<file path="src/hw/rtl/ple_pkg.sv">
package ple_pkg;

    localparam int CAPACITY_DEF = 64;
    localparam int DATA_W       = 32;
    localparam int MODE_W       = 3;
    localparam int POS_W        = 7;
    localparam int COUNT_W      = 7;
    localparam int STATUS_W     = 2;
    localparam int TDATA_W      = 48;

    // request modes; codes five to seven do nothing
    localparam logic [MODE_W-1:0] MODE_INSERT    = 3'd0;
    localparam logic [MODE_W-1:0] MODE_REMOVE    = 3'd1;
    localparam logic [MODE_W-1:0] MODE_READ      = 3'd2;
    localparam logic [MODE_W-1:0] MODE_OVERWRITE = 3'd3;
    localparam logic [MODE_W-1:0] MODE_CLEAR     = 3'd4;

    localparam logic [STATUS_W-1:0] STATUS_OK     = 2'd0;
    localparam logic [STATUS_W-1:0] STATUS_BADPOS = 2'd1;
    localparam logic [STATUS_W-1:0] STATUS_FULL   = 2'd2;

endpackage

</file>
<file path="src/hw/rtl/ple_store.sv">
module ple_store #(
    parameter int DEPTH = ple_pkg::CAPACITY_DEF,
    parameter int AW    = $clog2(ple_pkg::CAPACITY_DEF)
) (
    input  logic                        aclk,
    input  logic                        wr_en,
    input  logic [AW-1:0]               wr_addr,
    input  logic [ple_pkg::DATA_W-1:0]  wr_data,
    input  logic [AW-1:0]               rd_addr,
    output logic [ple_pkg::DATA_W-1:0]  rd_data
);

    logic [ple_pkg::DATA_W-1:0] mem [DEPTH];
    logic [ple_pkg::DATA_W-1:0] rd_data_reg;

    always_ff @(posedge aclk) begin
        if (wr_en) begin
            mem[wr_addr] <= wr_data;
        end
        rd_data_reg <= mem[rd_addr];
    end

    assign rd_data = rd_data_reg;

endmodule

</file>
<file path="src/hw/rtl/positional_list_engine_top.sv">
// Positional list engine: an ordered list of up to CAPACITY signed 32-bit
// values in a single-port-write, single-port-read memory, driven by a small
// sequencer. Each item on the slave stream is one request (insert, remove,
// read, overwrite, clear) and yields exactly one item on the master stream
// with the value read, the new count, an empty flag and a status. Insert and
// remove move the tail of the list one entry at a time through the memory,
// each moved entry being read, then written back one place over. The memory
// port is the limit. s_tready is high only while the sequencer is idle; a
// finished result sits in the output register, so a new item is taken even
// while the previous result waits for m_tready. A rejected request (bad
// position, or insert into a full list) leaves the list untouched.
module positional_list_engine_top #(
    parameter int CAPACITY = ple_pkg::CAPACITY_DEF
) (
    input  logic                         aclk,
    input  logic                         aresetn,
    // request stream
    input  logic                         s_tvalid,
    output logic                         s_tready,
    input  logic [ple_pkg::TDATA_W-1:0]  s_tdata,   // mode[2:0], position[9:3], value[41:10]
    // result stream
    output logic                         m_tvalid,
    input  logic                         m_tready,
    output logic [ple_pkg::TDATA_W-1:0]  m_tdata    // read_value[31:0], count[38:32],
                                                    // is_empty[39], status[41:40]
);

    localparam int AW   = (CAPACITY > 1) ? $clog2(CAPACITY) : 1;
    localparam int CW   = $clog2(CAPACITY + 1);
    localparam int CMPW = (CW > ple_pkg::POS_W) ? CW : ple_pkg::POS_W;

    typedef enum logic [3:0] {
        ST_IDLE = 4'b0001,  // waiting for a request
        ST_RD   = 4'b0010,  // read source entry
        ST_WR   = 4'b0100,  // write it one place over
        ST_FIN  = 4'b1000   // commit and present result
    } state_t;

    state_t state_reg, state_next;

    // latched request
    logic [ple_pkg::MODE_W-1:0]   mode_reg, mode_next;
    logic [AW-1:0]                pos_reg, pos_next;
    logic [ple_pkg::DATA_W-1:0]   val_reg, val_next;
    logic [ple_pkg::STATUS_W-1:0] status_reg, status_next;

    // shift cursor (destination of the current move) and list length
    logic [AW-1:0]                idx_reg, idx_next;
    logic [CW-1:0]                count_reg, count_next;

    // output register
    logic                         m_valid_reg, m_valid_next;
    logic [ple_pkg::TDATA_W-1:0]  m_data_reg, m_data_next;

    // request fields
    logic [ple_pkg::MODE_W-1:0]   in_mode;
    logic [ple_pkg::POS_W-1:0]    in_pos;
    logic [ple_pkg::DATA_W-1:0]   in_val;
    logic [CMPW-1:0]              pos_x, cnt_x;

    // memory port
    logic                         mem_we;
    logic [AW-1:0]                mem_waddr, mem_raddr;
    logic [ple_pkg::DATA_W-1:0]   mem_wdata, mem_rdata;

    logic                         accept, out_free, op_ok;
    logic [AW-1:0]                idx_dec, idx_inc, last_src;
    logic [ple_pkg::DATA_W-1:0]   rd_value;

    assign in_mode = s_tdata[2:0];
    assign in_pos  = s_tdata[9:3];
    assign in_val  = s_tdata[41:10];
    assign pos_x   = CMPW'(in_pos);
    assign cnt_x   = CMPW'(count_reg);

    assign s_tready = (state_reg == ST_IDLE);
    assign accept   = s_tvalid && s_tready;
    assign out_free = !m_valid_reg || m_tready;
    assign op_ok    = (status_reg == ple_pkg::STATUS_OK);

    assign idx_dec  = idx_reg - AW'(1);
    assign idx_inc  = idx_reg + AW'(1);
    // last destination of a remove shift is count-2
    assign last_src = AW'(count_reg - CW'(1));

    // source of a move: one below for insert, one above for remove
    always_comb begin
        case (mode_reg)
            ple_pkg::MODE_INSERT: mem_raddr = idx_dec;
            ple_pkg::MODE_REMOVE: mem_raddr = idx_inc;
            default:              mem_raddr = idx_reg;
        endcase
    end

    always_comb begin
        state_next   = state_reg;
        mode_next    = mode_reg;
        pos_next     = pos_reg;
        val_next     = val_reg;
        status_next  = status_reg;
        idx_next     = idx_reg;
        count_next   = count_reg;
        m_valid_next = m_valid_reg && !m_tready;
        m_data_next  = m_data_reg;
        mem_we       = 1'b0;
        mem_waddr    = pos_reg;
        mem_wdata    = val_reg;
        rd_value     = '0;

        case (state_reg)
            ST_IDLE: begin
                if (accept) begin
                    mode_next   = in_mode;
                    pos_next    = AW'(in_pos);
                    val_next    = in_val;
                    status_next = ple_pkg::STATUS_OK;
                    idx_next    = AW'(in_pos);
                    state_next  = ST_FIN;
                    case (in_mode)
                        ple_pkg::MODE_INSERT: begin
                            idx_next = AW'(count_reg);
                            if (pos_x > cnt_x) begin
                                status_next = ple_pkg::STATUS_BADPOS;
                            end else if (count_reg == CW'(CAPACITY)) begin
                                status_next = ple_pkg::STATUS_FULL;
                            end else if (pos_x != cnt_x) begin
                                state_next = ST_RD;
                            end
                        end
                        ple_pkg::MODE_REMOVE: begin
                            if (pos_x >= cnt_x) begin
                                status_next = ple_pkg::STATUS_BADPOS;
                            end else if (CMPW'(pos_x + CMPW'(1)) != cnt_x) begin
                                state_next = ST_RD;
                            end
                        end
                        ple_pkg::MODE_READ: begin
                            if (pos_x >= cnt_x) begin
                                status_next = ple_pkg::STATUS_BADPOS;
                            end else begin
                                state_next = ST_RD;
                            end
                        end
                        ple_pkg::MODE_OVERWRITE: begin
                            if (pos_x >= cnt_x) begin
                                status_next = ple_pkg::STATUS_BADPOS;
                            end
                        end
                        default: begin
                            // clear and unused modes finish directly
                        end
                    endcase
                end
            end
            ST_RD: begin
                state_next = (mode_reg == ple_pkg::MODE_READ) ? ST_FIN : ST_WR;
            end
            ST_WR: begin
                mem_we    = 1'b1;
                mem_waddr = idx_reg;
                mem_wdata = mem_rdata;
                if (mode_reg == ple_pkg::MODE_INSERT) begin
                    idx_next   = idx_dec;
                    state_next = (idx_dec == pos_reg) ? ST_FIN : ST_RD;
                end else begin
                    idx_next   = idx_inc;
                    state_next = (idx_inc == last_src) ? ST_FIN : ST_RD;
                end
            end
            ST_FIN: begin
                if (out_free) begin
                    state_next = ST_IDLE;
                    if (op_ok) begin
                        case (mode_reg)
                            ple_pkg::MODE_INSERT: begin
                                mem_we     = 1'b1;
                                count_next = count_reg + CW'(1);
                            end
                            ple_pkg::MODE_REMOVE: begin
                                count_next = count_reg - CW'(1);
                            end
                            ple_pkg::MODE_READ: begin
                                rd_value = mem_rdata;
                            end
                            ple_pkg::MODE_OVERWRITE: begin
                                mem_we = 1'b1;
                            end
                            ple_pkg::MODE_CLEAR: begin
                                count_next = '0;
                            end
                            default: begin
                            end
                        endcase
                    end
                    m_valid_next = 1'b1;
                    m_data_next  = {6'd0, status_reg, (count_next == '0),
                                    ple_pkg::COUNT_W'(count_next), rd_value};
                end
            end
            default: begin
                state_next = ST_IDLE;
            end
        endcase
    end

    always_ff @(posedge aclk) begin
        if (!aresetn) begin
            state_reg   <= ST_IDLE;
            count_reg   <= '0;
            m_valid_reg <= 1'b0;
        end else begin
            state_reg   <= state_next;
            count_reg   <= count_next;
            m_valid_reg <= m_valid_next;
        end
    end

    always_ff @(posedge aclk) begin
        mode_reg   <= mode_next;
        pos_reg    <= pos_next;
        val_reg    <= val_next;
        status_reg <= status_next;
        idx_reg    <= idx_next;
        m_data_reg <= m_data_next;
    end

    ple_store #(
        .DEPTH (CAPACITY),
        .AW    (AW)
    ) u_store (
        .aclk    (aclk),
        .wr_en   (mem_we),
        .wr_addr (mem_waddr),
        .wr_data (mem_wdata),
        .rd_addr (mem_raddr),
        .rd_data (mem_rdata)
    );

    assign m_tvalid = m_valid_reg;
    assign m_tdata  = m_data_reg;

    // list never grows past capacity
    assert property (@(posedge aclk) disable iff (!aresetn)
        count_reg <= CW'(CAPACITY))
    else $error("list count above capacity");

    // an accepted item always leaves idle
    assert property (@(posedge aclk) disable iff (!aresetn)
        accept |=> (state_reg != ST_IDLE))
    else $error("accepted item did not start");

    // insert shift stays strictly above the insert position
    assert property (@(posedge aclk) disable iff (!aresetn)
        (state_reg == ST_WR && mode_reg == ple_pkg::MODE_INSERT) |-> (idx_reg > pos_reg))
    else $error("insert shift passed its position");

    // full status only reported when the list is at capacity
    assert property (@(posedge aclk) disable iff (!aresetn)
        (state_reg == ST_FIN && status_reg == ple_pkg::STATUS_FULL)
            |-> (count_reg == CW'(CAPACITY)))
    else $error("full status with room left");

    // memory writes only from the shift or commit steps
    assert property (@(posedge aclk) disable iff (!aresetn)
        mem_we |-> (state_reg == ST_WR || state_reg == ST_FIN))
    else $error("stray memory write");

endmodule

</file>
<file path="config.mk">
export PLATFORM = sky130hd
export DESIGN_NAME = positional_list_engine_top
export DESIGN_NICKNAME = d
export VERILOG_FILES = /design/src/hw/rtl/ple_pkg.sv /design/src/hw/rtl/ple_store.sv /design/src/hw/rtl/positional_list_engine_top.sv
export SDC_FILE = /design/constraint.sdc
export NUM_CORES = 2
export LEC_CHECK = 0
export BUFFER_PORTS_ARGS = -buffer_cell sky130_fd_sc_hd__buf_2
export CORE_ASPECT_RATIO = 0.9
export CORE_MARGIN = 3
export CORE_UTILIZATION = 50
export CTS_BUF_LIST = sky130_fd_sc_hd__clkbuf_8
export DETAILED_ROUTE_END_ITERATION = 10
export HOLD_SLACK_MARGIN = 0.08
export PLACE_DENSITY = 0.67
export REMOVE_ABC_BUFFERS = 1
export SKIP_CTS_REPAIR_TIMING = 1
export SLEW_MARGIN = 20
export SYNTH_ARGS = -nofsm -noshare
export SYNTH_HDL_FRONTEND = slang
export SYNTH_SLANG_ARGS = --single-unit
</file>
<file path="constraint.sdc">
create_clock -name aclk -period 5.59 [get_ports aclk]
set_input_delay 0.2795 -clock aclk [delete_from_list [all_inputs] [get_ports aclk]]
set_output_delay 0.2795 -clock aclk [all_outputs]
set_load 0.02 [all_outputs]
</file>
Word-level counts from Yosys, hierarchy flattened
Memory sizes are Yosys's and may differ from the RTL's. A register that Yosys moved wholly into a read port is not among the register bits.
Cells that the tools add are included.
{"block": "word_totals", "in_bits": 52, "ram_bits": 2048, "mem_bits_ro": 0, "latch_bits": 0, "n_memories": 1, "regBits": 103}
{"memory": "u_store.mem", "words": 64, "word_bits": 32, "read_ports": 1, "rd_ports_with_merged_regs": 1, "write_ports": 1, "line": "ple_store.sv:13", "rtl": "logic [ple_pkg::DATA_W-1:0] mem [DEPTH];"}
{"block": "classes", "n_reduce_logical": 17, "n_addsub": 5, "eq_ne": 18, "mul": 0, "n_mux": 37, "magnitude_cmp": 2, "div_mod_pow": 0, "shifts": 0, "n_bitwise": 0}
{"cell": "2-to-1 mux 4 bit", "count": 12}
{"cell": "2-to-1 mux 32 bit", "count": 1}
{"cell": "2-to-1 mux 6 bit", "count": 4}
{"cell": "one-hot mux 6 bit (2 select lines)", "count": 2}
{"cell": "2-to-1 mux 7 bit", "count": 3}
{"cell": "one-hot mux 7 bit (3 select lines)", "count": 1}
{"cell": "one-hot mux 4 bit (4 select lines)", "count": 1}
{"cell": "adder 7 x 1 -> 7 bit, second input constant", "count": 2}
{"cell": "!= test 7 bit", "count": 2}
{"cell": "== test 3 x 2 -> 1 bit, second input constant", "count": 4}
{"cell": "== test 6 bit", "count": 2}
{"cell": "one-hot mux 4 bit (3 select lines)", "count": 1}
{"cell": "AND reduction 2 bit", "count": 5}
{"cell": "2-to-1 mux 1 bit", "count": 8}
{"cell": "== test 7 bit, second input constant", "count": 1}
{"cell": ">= comparator 7 bit", "count": 1}
{"cell": "> comparator 7 bit", "count": 1}
{"cell": "zero test 7 bit", "count": 1}
{"cell": "subtractor 7 x 1 -> 7 bit, second input constant", "count": 1}
{"cell": "adder 6 x 1 -> 6 bit, second input constant", "count": 1}
{"cell": "== test 3 x 1 -> 1 bit, second input constant", "count": 2}
{"cell": "zero test 3 bit", "count": 2}
{"cell": "subtractor 6 x 1 -> 6 bit, second input constant", "count": 1}
{"cell": "== test 4 x 1 -> 1 bit, second input constant", "count": 1}
{"cell": "other kinds (16)", "count": 19}

Depth between registers and ports, before layout
{"block": "logic_depth", "depth_word": 8, "mapped_depth": 18, "depth_no_buf": 9}

Hierarchy
A second synthesis with hierarchy kept.
{"block": "unflattened", "cells_unflattened": 3814, "hier_area_um2": 84350.9}
{"module": "ple_store", "cells_each": 3324, "instances": 1, "area_per_inst_um2": 78515.3}
{"module": "positional_list_engine_top", "cells_each": 490, "instances": 1, "area_per_inst_um2": 5835.6}

Least setup slack after synthesis
OpenSTA, ideal clock, no wires.
{"block": "synth_timing", "path_kind": "reg2reg", "startpoint": "register idx_reg[0]", "endpoint": "register u_store.rd_data_reg, in the netlist u_store.rd_data[30] (read register of u_store.mem)", "synth_period_minus_slack_ns": 3.876, "setup_ns": 0.135, "required_ns": 5.455, "stages_incl_launch_ff": 17, "arrival_time_ns": 3.741, "slack_ns": 1.714, "cell_sequence": "edfxtp_1 > buf_2 > buf_2 > clkinv_1 > clkbuf_1 > clkbuf_1 > ha_1 > buf_2 > xnor2_2 > clkbuf_1 > clkbuf_1 > clkbuf_1 > mux4_2 > nand2_1 > a21oi_1 > o21ai_0 > o2111ai_1"}
{"block": "synth_between", "elab_chain_len": 2, "word_cells_on_any_way": 3, "classes_between": "2 x add/sub; 1 x mux"}
{"element": "from (decl)", "line": "positional_list_engine_top.sv:48", "rtl": "logic [AW-1:0] idx_reg, idx_next;"}
{"element": "from (signal assigned)", "line": "positional_list_engine_top.sv:223", "rtl": "idx_reg <= idx_next;"}
{"element": "adder 6 x 1 -> 6 bit / subtractor 6 x 1 -> 6 bit (equally long branches)", "line": "positional_list_engine_top.sv:82, positional_list_engine_top.sv:81"}
{"element": "one-hot mux 6 bit (2 select lines) (*)", "line": "positional_list_engine_top.sv:88", "rtl": "case (mode_reg)"}
{"element": "to (decl)", "line": "ple_store.sv:14", "rtl": "logic [ple_pkg::DATA_W-1:0] rd_data_reg;"}
Mark *: on every way between the ends. The rest lies on a longest branch, timed or not.
A chain may end at the register's enable or synchronous reset.

Final worst setup path
{"block": "layout_timing", "startpoint": "register idx_reg[1]", "endpoint": "register u_store.rd_data_reg, in the netlist u_store.rd_data[13] (read register of u_store.mem)"}
Same word-level chain as after synthesis.

==> reports/qor.yml <==
outcome: "finished, final reports clean"
timing.critical_path.buf_inv: 2
slew_headroom: 0.216
nets: 6847
fin_crit_ps: 4690
num_vias: 64200
synth_compound_area_frac: 0.0858
r2r_setup_slack_ps: 900
critPathLaunchType: "flip-flop"
setup_violations: 0
yosysSeqAreaShare: 0.685
p_per_area_mw_per_mm2: 359
synthAdderAreaFrac: 0.00171
power.internal_mw: 27.2
cts.sinks: 2183
async_flop_share: 0
first_global_vias: 61000
synthMostInstantiatedCell: "edfxtp_1"
hold_class: "in -> reg"
hpwl_mm: 163
finalPower_mw: 38.6
drv_slew: 0
ys_warn_count: 0
cpMaxStageDelayCell: "nor4_1"
fp.dieW_um: 466
synth.avg_cell_area_um2: 14.7
clkTransAtPathRegs_ps: 60
use_met1: 0.409
io-pin-count: 102
dr.pass1.iters: 6
met3_usage: 0.0583
synth_edf_count: 2139
vdd_drop_max_uv: 265
portBuffers: 89
ys_top_cells_by_count: "edfxtp_1, nand2_1, mux2i_1, clkbuf_1, mux4_2"
crit_top_cell: "nor4_1"
ant_nets: 0
top_register: "u_store.mem"
synth_ff_type: "edfxtp_1"
whs_ps: 106
die_y_um: 420
power_leakage_nw: 35.6
tightest_slew_ps: 1170
cts_tree: "built"
crit_family: "simple AND/OR/NAND/NOR gates"
max_cap_violations: 0
worstPathCellList: "inv_2 > ha_1 > xnor2_4 > buf_12 > nor4_1 > or3_1 > o21ai_0 > a21oi_1 > nor4_1 > and3_1"
ys_top_cells_by_area: "edfxtp_1, mux4_2, nand2_1"
grtUsageTotal: 0.292
drt-initial-drc-count: 8887
synthMuxAreaShare: 0.107
use_met2: 0.443
routed_wirelength_mm: 291
worstSetupPathType: "reg -> reg"
hold_viol_final: 0
synthSimpleGateAreaFrac: 0.0919
h-tree-depth: 5
root_buffer: "clkbuf_8"
fmax_ghz: 0.213
busiest_layer: "met2"
critPathMaxFanout: 73
drt-wirelength-per-cell_um: 30.4
synth_top_family_by_area: "multiplexers"
synth_top_area_frac: 0.675
grt_pass1_wl_mm: 417
synthToLayoutAreaGrowth_pct: 12.9
grt_overflow_total: 0
crit_required_ps: 6560
post-route-period-util: 0.840
switching_power_mw: 11.3
netSwitchingFraction: 0.294
numCtsBuffers: 363
fin_worst_skew_ps: 81.9
gp_congestion: 0.887
dieArea_mm2: 0.195
slowest_delay_ps: 1030
rsz0062_at_grt: "no"
ys_types: 91
nFillCells: 14600
core_region_area_mm2: 0.189
viasPerCell: 6.70
largest_reg_flops: 2048
synth-xor-area-share: 0.00428
netlist_area_mm2: 0.0951
grt_max_degree: 100
drive_above_1_share: 0.186
rows: 151
clk_latency_ps: 1060
cts_buffer_depth: 4
drc: 0
synth_top_area_cell: "edfxtp_1"
arrival_ps: 5670
clkPwrFrac: 0.332
ys_ff_latch: 2183
syn-instance-count: 6476
antenna_found_initial: 19
end_kind: "flip-flop"
setup_tns_ps: 0
start_util: 0.504
comb_power_share: 0.184
p_seq_frac: 0.484
[layout make-up]
| class | count | area (um^2) | share of cell area |
|---|---|---|---|
| multi-input cells | 3748 | 28600 | 0.266 |
| clock inverters | 251 | 1160 | 0.0108 |
| clock buffers | 380 | 5230 | 0.0487 |
| repair buffers | 465 | 4000 | 0.0372 |
| flip-flops and latches | 2183 | 65100 | 0.606 |
| well taps | 2524 | 3160 | 0.0294 |
| inverters | 21 | 78.8 | 0.000734 |
| diodes | 8 | 20.0 | 0.000186 |
[stage by stage]
stage               utilization  area [um^2]  setup WS, ps  std cells
finish                    0.569       107000           895       9580
global route              0.569       107000           838       9576
CTS                       0.565       106000          1010       9491
detailed placement        0.531       100000          1050       8860
global placement          0.531       100000          1000       8860
floorplan                     -        92900        -49430       5952
[kinds of logic (layout without fill, tap and decap cells)]
logic type,Yosys count,count (layout)
AND/OR/NAND/NOR,1898,1898
AO/OA/AOI/OAI,1130,1130
buffers and inverters,550,1117
other,1,14
XOR/XNOR,44,44
adder cells (fa/ha/maj),13,13
flip-flops,2183,2183
multiplexers,657,657
[worst reg2reg max path: stages, from the launching register on]
cell and delay, ps:
edfxtp_1 520, inv_2 70, ha_1 490, xnor2_4 880, buf_12 470, nor4_1 160
or3_1 390, o21ai_0 170, a21oi_1 220, nor4_1 1030, and3_1 280
[metal layers]
| layer | wire length [um] | vias to the layer above |
|---|---|---|
| li1 | - | 26600 |
| met1 | 111000 | 32400 |
| met2 | 131000 | 4394 |
| met3 | 34900 | 753 |
| met4 | 14000 | 4 |
| met5 | 27 | - |
[path summary, 6_finish.rpt]
kind                                             startpoint                           to  cells past startpoint
worst max-delay path                   idx_reg[1]$_DFFE_PP_  u_store.rd_data[13]$_DFF_P_                     10
worst min-delay path                             s_tdata[4]         pos_reg[1]$_DFFE_PP_                      2
worst min register to register  u_store.rd_data[20]$_DFF_P_    m_tdata[20]$_SDFFCE_PN0P_                      1
worst max register to register         idx_reg[1]$_DFFE_PP_  u_store.rd_data[13]$_DFF_P_                     10
[cell usage in the layout, fill, tap and decap left out, types with 42 or more instances in the layout]
cell type and count:
a211oi_1 70, a21oi_1 206, a311oi_1 119, a31oi_1 77, a32oi_1 62, buf_12 42
buf_2 89, buf_4 253, clkbuf_8 380, clkinv_1 86, dfxtp_1 44, dlygate4sd3_1 81
edfxtp_1 2139, inv_1 139, mux2i_1 337, mux4_2 287, nand2_1 994, nand3_1 241
nor2_1 50, nor2_4 66, nor3_1 78, nor4_1 143, o21ai_0 117, o221ai_1 125
o22ai_1 111, or3_1 59, or4_1 58
[power groups by stage]
stage / Combinational, mW / Sequential (mW) / Clock (mW)
2_1_floorplan: 5.82 / 19.1 / 0
3_3_place_gp: 6.76 / 19.0 / 0
3_5_place_dp: 6.88 / 19.0 / 0
4_1_cts: 6.90 / 18.7 / 12.9
5_1_grt: 7.41 / 18.7 / 13.7
6_report: 7.09 / 18.7 / 12.8
(Power assumes the default switching activity.)
